<file path="config.mk">
export PLATFORM = sky130hd
export DESIGN_NAME = stb_walk
export DESIGN_NICKNAME = d
export VERILOG_FILES = /design/src/sv/stb_pkg.sv /design/src/sv/stb_walk.sv
export SDC_FILE = /design/constraint.sdc
export NUM_CORES = 2
export LEC_CHECK = 0
export ABC_CLOCK_PERIOD_IN_PS = 9300
export BUFFER_PORTS_ARGS = -buffer_cell sky130_fd_sc_hd__buf_2
export CAP_MARGIN = 20
export CORE_AREA = 2 2 220 222
export CTS_CLUSTER_DIAMETER = 40
export CTS_CLUSTER_SIZE = 10
export DETAILED_ROUTE_END_ITERATION = 6
export DIE_AREA = 0 0 222 224
export GPL_ROUTABILITY_DRIVEN = 0
export PLACE_DENSITY = 0.75
export SYNTH_ARGS = -nofsm -noshare
export SYNTH_HDL_FRONTEND = slang
export SYNTH_SLANG_ARGS = --single-unit
</file>
<file path="constraint.sdc">
create_clock -name clk -period 9.3 [get_ports clk]
set_input_delay 0 -clock clk [delete_from_list [all_inputs] [get_ports clk]]
set_output_delay 0 -clock clk [all_outputs]
set_load 0.02 [all_outputs]
</file>
<file path="src/sv/stb_pkg.sv">
// Shared constants, types and helper functions of the scaled tinted sprite blitter.
`default_nettype none

package stb_pkg;

	localparam int MAX_SIDE        = 64;
	localparam int STORE_DEPTH     = 4096;
	localparam int SCALE_FRAC_BITS = 8;

	localparam int SIDE_W      = $clog2(MAX_SIDE + 1);
	localparam int POS_W       = $clog2(MAX_SIDE);
	localparam int ADDR_W      = $clog2(STORE_DEPTH);
	localparam int IDX_W       = POS_W + SIDE_W + 1;
	localparam int SCALE_W     = 16;
	localparam int COORD_W     = 16;
	localparam int CHAN_W      = 8;
	localparam int TINT_W      = 9;
	localparam int TINT_FRAC   = 8;
	localparam int PIX_W       = 3 * CHAN_W;
	localparam int CFG_W       = 27;
	localparam int CFG_SIDE_W  = 7;
	localparam int REG_IDX_W   = 3;
	localparam int CMD_W       = 2;
	localparam int LOAD_ADDR_W = 12;
	localparam int SRC_W       = 6;
	localparam int POS_PROD_W  = POS_W + SCALE_W;
	localparam int SIDE_PROD_W = SIDE_W + SCALE_W;
	localparam int SAMP_W      = POS_PROD_W - SCALE_FRAC_BITS;

	localparam logic [SCALE_W-1:0] SCALE_ONE = SCALE_W'(1) << SCALE_FRAC_BITS;
	localparam logic [TINT_W-1:0]  TINT_ONE  = TINT_W'(1) << TINT_FRAC;

	typedef enum logic [CMD_W-1:0] {
		CMD_LOAD  = 2'd0,
		CMD_START = 2'd1,
		CMD_STEP  = 2'd2
	} cmd_t;

	typedef enum logic [REG_IDX_W-1:0] {
		REG_SPRITE_WIDTH  = 3'd0,
		REG_SPRITE_HEIGHT = 3'd1,
		REG_DEST_X        = 3'd2,
		REG_DEST_Y        = 3'd3,
		REG_SCALE         = 3'd4,
		REG_INV_SCALE     = 3'd5,
		REG_TINT          = 3'd6
	} reg_t;

	typedef enum logic [1:0] {
		MODE_UNITY = 2'd0,
		MODE_DOWN  = 2'd1,
		MODE_UP    = 2'd2
	} mode_t;

	// One walk position leaving the walk sequencer, products already registered.
	typedef struct packed {
		logic                   valid;
		mode_t                  mode;
		logic [POS_W-1:0]       col;
		logic [POS_W-1:0]       row;
		logic [POS_PROD_W-1:0]  col_inv;
		logic [POS_PROD_W-1:0]  row_inv;
		logic [POS_PROD_W-1:0]  col_scl;
		logic [POS_PROD_W-1:0]  row_scl;
		logic [SIDE_PROD_W-1:0] col_scl_next;
		logic [SIDE_PROD_W-1:0] row_scl_next;
		logic                   drawn;
		logic                   last;
	} step_t;

	function automatic logic [SIDE_W-1:0] clamp_side(input logic [CFG_SIDE_W-1:0] v);
		logic [SIDE_W-1:0] r;
		if (v == '0) begin
			r = SIDE_W'(1);
		end else if (32'(v) > MAX_SIDE) begin
			r = SIDE_W'(MAX_SIDE);
		end else begin
			r = SIDE_W'(v);
		end
		return r;
	endfunction

	// Scale one channel by a 1.8 tint, saturate at full scale.
	function automatic logic [CHAN_W-1:0] tint_chan(input logic [CHAN_W-1:0] b,
		input logic [TINT_W-1:0] t);
		logic [CHAN_W+TINT_W-1:0] p;
		logic [CHAN_W-1:0]        r;
		p = {{TINT_W{1'b0}}, b} * {{CHAN_W{1'b0}}, t};
		if (p[CHAN_W+TINT_W-1:TINT_FRAC+CHAN_W] != '0) begin
			r = '1;
		end else begin
			r = p[TINT_FRAC+CHAN_W-1:TINT_FRAC];
		end
		return r;
	endfunction

endpackage

`default_nettype wire

</file>
<file path="src/sv/stb_walk.sv">
// Walk sequencer: start and step commands, walk counters and position products.
`default_nettype none

module stb_walk import stb_pkg::*; (
	input  logic               clk,
	input  logic               arst_n,
	input  logic               accept,
	input  logic [CMD_W-1:0]   cmd,
	input  logic               visible,
	input  logic [SIDE_W-1:0]  side_w,
	input  logic [SIDE_W-1:0]  side_h,
	input  logic [SCALE_W-1:0] scale,
	input  logic [SCALE_W-1:0] inv_scale,
	output step_t              step_s1
);

	logic [POS_W-1:0]       walk_col_q, walk_row_q;
	logic [SIDE_W-1:0]      walk_rows_q;
	logic                   walk_active_q;
	logic                   valid_s1;
	logic [SIDE_PROD_W-1:0] span_w, span_h;
	logic [SIDE_W-1:0]      start_cols, start_rows;
	logic [SIDE_W-1:0]      col_next, row_next;
	logic                   is_start, is_step, is_last;
	mode_t                  mode;

	mode_t                  mode_s1;
	logic [POS_W-1:0]       col_s1, row_s1;
	logic [POS_PROD_W-1:0]  col_inv_s1, row_inv_s1, col_scl_s1, row_scl_s1;
	logic [SIDE_PROD_W-1:0] col_scl_next_s1, row_scl_next_s1;
	logic                   drawn_s1, last_s1;

	assign is_start = accept && (cmd == CMD_START);
	assign is_step  = accept && (cmd == CMD_STEP) && walk_active_q;
	assign is_last  = (walk_col_q == '0) && (walk_row_q == '0);

	// Downscale shrinks the walk to floor(side * scale).
	assign span_w = side_w * scale;
	assign span_h = side_h * scale;

	always_comb begin
		if (scale < SCALE_ONE) begin
			start_cols = SIDE_W'(span_w >> SCALE_FRAC_BITS);
			start_rows = SIDE_W'(span_h >> SCALE_FRAC_BITS);
		end else begin
			start_cols = side_w;
			start_rows = side_h;
		end
	end

	always_comb begin
		if (scale == SCALE_ONE) begin
			mode = MODE_UNITY;
		end else if (scale < SCALE_ONE) begin
			mode = MODE_DOWN;
		end else begin
			mode = MODE_UP;
		end
	end

	assign col_next = SIDE_W'(walk_col_q) + 1'b1;
	assign row_next = SIDE_W'(walk_row_q) + 1'b1;

	always_ff @(posedge clk or negedge arst_n) begin
		if (!arst_n) begin
			walk_col_q    <= '0;
			walk_row_q    <= '0;
			walk_rows_q   <= '0;
			walk_active_q <= 1'b0;
			valid_s1      <= 1'b0;
		end else begin
			valid_s1 <= is_step;
			if (is_start) begin
				walk_rows_q   <= start_rows;
				walk_col_q    <= POS_W'(start_cols - 1'b1);
				walk_row_q    <= POS_W'(start_rows - 1'b1);
				walk_active_q <= (start_cols != '0) && (start_rows != '0);
			end else if (is_step) begin
				if (is_last) begin
					walk_active_q <= 1'b0;
				end else if (walk_row_q != '0) begin
					walk_row_q <= walk_row_q - 1'b1;
				end else begin
					walk_row_q <= POS_W'(walk_rows_q - 1'b1);
					walk_col_q <= walk_col_q - 1'b1;
				end
			end
		end
	end

	always_ff @(posedge clk) begin
		if (is_step) begin
			mode_s1         <= mode;
			col_s1          <= walk_col_q;
			row_s1          <= walk_row_q;
			col_inv_s1      <= walk_col_q * inv_scale;
			row_inv_s1      <= walk_row_q * inv_scale;
			col_scl_s1      <= walk_col_q * scale;
			row_scl_s1      <= walk_row_q * scale;
			col_scl_next_s1 <= col_next * scale;
			row_scl_next_s1 <= row_next * scale;
			drawn_s1        <= visible;
			last_s1         <= is_last;
		end
	end

	assign step_s1 = '{
		valid:        valid_s1,
		mode:         mode_s1,
		col:          col_s1,
		row:          row_s1,
		col_inv:      col_inv_s1,
		row_inv:      row_inv_s1,
		col_scl:      col_scl_s1,
		row_scl:      row_scl_s1,
		col_scl_next: col_scl_next_s1,
		row_scl_next: row_scl_next_s1,
		drawn:        drawn_s1,
		last:         last_s1
	};

endmodule

`default_nettype wire

</file>
==> out/qor.csv <==
metric,value,unit
status,completed,
"delay-heaviest family, CP",adder cells,
Die Y,224,microns
row cnt,80,
worst endpoint data arrival time,7030,ps
Buf/Inv on CP,4,
register area share after synthesis,0.177,
fin crit share,0.731,
CP Launch Type,flip-flop,
TritonCTS Buffers,17,
crit-path cells,"buf_4, ha_1, nand3_1, nor2_1, nand2_1, fa_1, fa_1, inv_1, fa_1, inv_1, fa_1, inv_1, ha_1, and3_1, a221oi_1, a21o_1, o21a_1, nand3_1, a31oi_1, o21bai_1, a21oi_1, a21oi_1, xnor2_1",
synthesized area,28200,sq um
Worst setup EP type,flip-flop,
Worst path slowest cell,nor2_1,
Worst path most repeated cell,fa_1,
final wirelength,68400,microns
DRC viols,0,
cell at the root of the clock tree,clkbuf_16,
Core Region,47300,sq um
RR Startpoint,walk_col_q[0]$_DFFE_PN0P_,
die footprint,49700,sq um
endpoints failing hold,0,
Critical Path RT,9540,ps
Max Cap Violations,0,
first-pass iteration count of the detailed router,5,
Placed Cells,3727,
RSZ-0062 raised after global routing,false,
Setup Crit Path Kind,flip-flop to flip-flop,
first-pass GRT wire length,115000,microns
Fmax,147,MHz
via count,21500,
Post-synth top flop,edfxtp_1,
Setup Skew,13.5,ps
Mean Syn Cell Area,9.26,sq um
critical path's largest stage delay,660,ps
largest net degree at the start of global routing,82,
worst-skew pair later-pin latency,480,ps
port buffer count,202,
worst setup margin,2500,ps
clk slew on worst S/H paths,80,ps
CP Capture Point,col_scl_next_s1[22]$_DFFE_PP_,
setup TNS,0,ps
H-tree depth,4,
worst slew pin tran,1050,ps
Hold WC Path Type,input port to async pin,
layout cell share with drive strength beyond 1,0.0921,
dpl ws,2320,ps
Area Growth Syn to Fin,7.30,%
R2R Path End,col_scl_next_s1[22]$_DFFE_PP_,
Crit path depth,23,
r2r setup slk,2500,ps
Initial Util,0.596,
Max Transition Viols Final,0,
number of warnings issued by yosys,0,
grt total ovfl,0,
Clock Path Buffers,2,
initial antenna violation count,3,
number of setup violations in the final report,0,
Worst Reg-to-Reg Cells,23,
nets,3893,
Crit Path Max Fanout,37,
number of synthesized flops with an enable pin,150,
Slew headroom,0.301,
Syn Inst Count,3047,
crit path launch,walk_col_q[0]$_DFFE_PN0P_,
Ports,203,
Routed wire per std cell,18.2,microns
CTS sink count,170,
Final ANT Viol Nets,0,
DPL Wire Length,50200,microns
min Tclk post-route,6800,ps
drt first-iter violations,1601,
syn_nets,3803,
Synth Register Bits,170,
fin cells,3767,
die span in x,222,microns
Yosys cell types,73,
vias in the first global route,23500,
vias per inst,5.71,
ys async rst share,0.118,
TritonCTS clock tree,yes,
GRT Total Usage,0.290,
## logic make-up (layout without fill, tap and decap cells)
kind of cell / Yosys count / in the layout / share of synthesized area
fa+ha+maj: 704 / 704 / 0.434
other cells: 0 / 2 / 0
buf+inv: 642 / 745 / 0.0860
simple gates: 1127 / 1127 / 0.196
xor+xnor: 143 / 143 / 0.0444
mux: 11 / 11 / 0.00417
compound gates: 250 / 250 / 0.0582
flops: 170 / 170 / 0.177
## Yosys cell counts, types with 3 or more instances
cell type  count  area (sq um)
nand3_1       54           270
a31oi_1        9          56.3
and2_1       272          1700
a41o_1         4          40.0
or3_1          9          56.3
buf_2          3          15.0
o21ai_0       46           230
xor2_1        34           298
a21oi_1       79           395
o21bai_1       6          45.0
fa_1         458          9170
nor2_1       108           405
mux2_2         3          33.8
o2111ai_1      5          43.8
o31a_1         4          35.0
a22oi_1        3          22.5
ha_1         246          3080
clkbuf_1     141           529
xnor2_1      109           955
nor3_1        43           215
a211oi_1       6          45.0
a21o_1        13          97.6
mux2i_1        7          70.1
or2_2          7          43.8
edfxtp_1     150          4500
nor2b_1       84           526
o211ai_1      13          97.6
a41oi_1        4          35.0
buf_1         19          71.3
dfrtp_1       20           500
nand2_1      476          1790
buf_4          3          22.5
and3_1        20           125
nor4_1         6          37.5
nand2b_1      32           200
o41ai_1        7          61.3
or4_1          4          30.0
inv_1        474          1780
nand4_1        3          18.8
o21a_1        23           173
## layout make-up
cell class	instances	area, sq um
multi-input combinational	2235	20800
fill	3897	17100
sequential	170	5000
inverter	476	1790
timing repair buffer	237	1280
tap	615	769
clock buffer	18	429
clock inverter	14	208
antenna	2	5.00
## metrics by stage
| step | area, sq um | hold WS, ps | utilization |
|---|---|---|---|
| 3_3_place_gp | 29600 | -4.46 | 0.624 |
| 5_1_grt | 30300 | 49.5 | 0.639 |
| 2_1_floorplan | 28200 | -296 | - |
| 6_report | 30300 | 37.2 | 0.639 |
| 4_1_cts | 30200 | 8.53 | 0.639 |
| 3_5_place_dp | 29600 | 7.36 | 0.625 |
## flip-flops by register name, indices dropped and copies added, names as in the netlist
register / flops
col_scl_next_s1: 23
row_scl_next_s1: 23
col_inv_s1: 22
col_scl_s1: 22
row_inv_s1: 22
row_scl_s1: 22
col_s1: 6
row_s1: 6
walk_col_q: 6
walk_row_q: 6
walk_rows_q: 6
mode_s1: 2
drawn_s1: 1
last_s1: 1
valid_s1: 1
walk_active_q: 1
## worst register-to-register path, cell delays in order, from the launching register on
cell and delay [ps]:
dfrtp_1 500, buf_4 460, ha_1 290, nand3_1 170, nor2_1 660, nand2_1 170, fa_1 480, fa_1 490
inv_1 50, fa_1 470, inv_1 50, fa_1 470, inv_1 40, ha_1 340, and3_1 210, a221oi_1 330
a21o_1 230, o21a_1 200, nand3_1 90, a31oi_1 290, o21bai_1 100, a21oi_1 240, a21oi_1 110, xnor2_1 130
## what timing repair did
action / CTS / global route
hold buffers: 3 / 0
endpoints found under the hold margin: 22 / 0
setup buffers: 0 / 0
gates resized for setup: 0 / 0
## how the worst min path moves through the flow
| stage | from | cells after the start | to | slack (ps) |
|---|---|---|---|---|
| finish | arst_n | 2 | walk_rows_q[4]$_DFFE_PN0P_ | 40 |
| global route | inv_scale[0] | 2 | col_inv_s1[0]$_DFFE_PP_ | 50 |
| CTS | inv_scale[0] | 2 | col_inv_s1[0]$_DFFE_PP_ | 9 |
| detailed placement | arst_n | 1 | valid_s1$_DFF_PN0_ | 7 |
| global placement | arst_n | 1 | valid_s1$_DFF_PN0_ | -4 |
| floorplan | arst_n | 0 | valid_s1$_DFF_PN0_ | -300 |
## cell usage in the layout, fill, tap and decap left out, types with 4 or more instances in the layout
| master | count |
|---|---|
| o21ai_0 | 46 |
| nand2b_1 | 32 |
| xnor2_1 | 109 |
| clkbuf_16 | 17 |
| o211ai_1 | 13 |
| o31a_1 | 4 |
| a211oi_1 | 6 |
| a21o_1 | 13 |
| a41oi_1 | 4 |
| nor2_1 | 108 |
| o2111ai_1 | 5 |
| or2_2 | 7 |
| nand2_1 | 476 |
| nor3_1 | 43 |
| fa_1 | 458 |
| a31oi_1 | 9 |
| a21oi_1 | 79 |
| buf_4 | 32 |
| ha_1 | 246 |
| bufinv_16 | 4 |
| edfxtp_1 | 150 |
| dfrtp_1 | 20 |
| and2_1 | 272 |
| o41ai_1 | 7 |
| nand3_1 | 54 |
| inv_1 | 474 |
| and3_1 | 20 |
| o21a_1 | 23 |
| inv_6 | 5 |
| xor2_1 | 34 |
| or4_1 | 4 |
| mux2i_1 | 7 |
| nor2b_1 | 84 |
| buf_2 | 202 |
| nor4_1 | 6 |
| or3_1 | 9 |
| o21bai_1 | 6 |
| a41o_1 | 4 |
## layer usage
| layer | vias up | routed length, microns | global-route usage |
|---|---|---|---|
| met4 | 2 | 2590 | 0.129 |
| li1 | 9672 | - | - |
| met3 | 169 | 4090 | 0.0413 |
| met2 | 762 | 34300 | 0.507 |
| met1 | 10900 | 27400 | 0.361 |
| met5 | - | 13 | 0 |
Power is left out: the tool's default activity adds up to more than one toggle a clock period on the data nets, which glitch-free logic cannot reach.
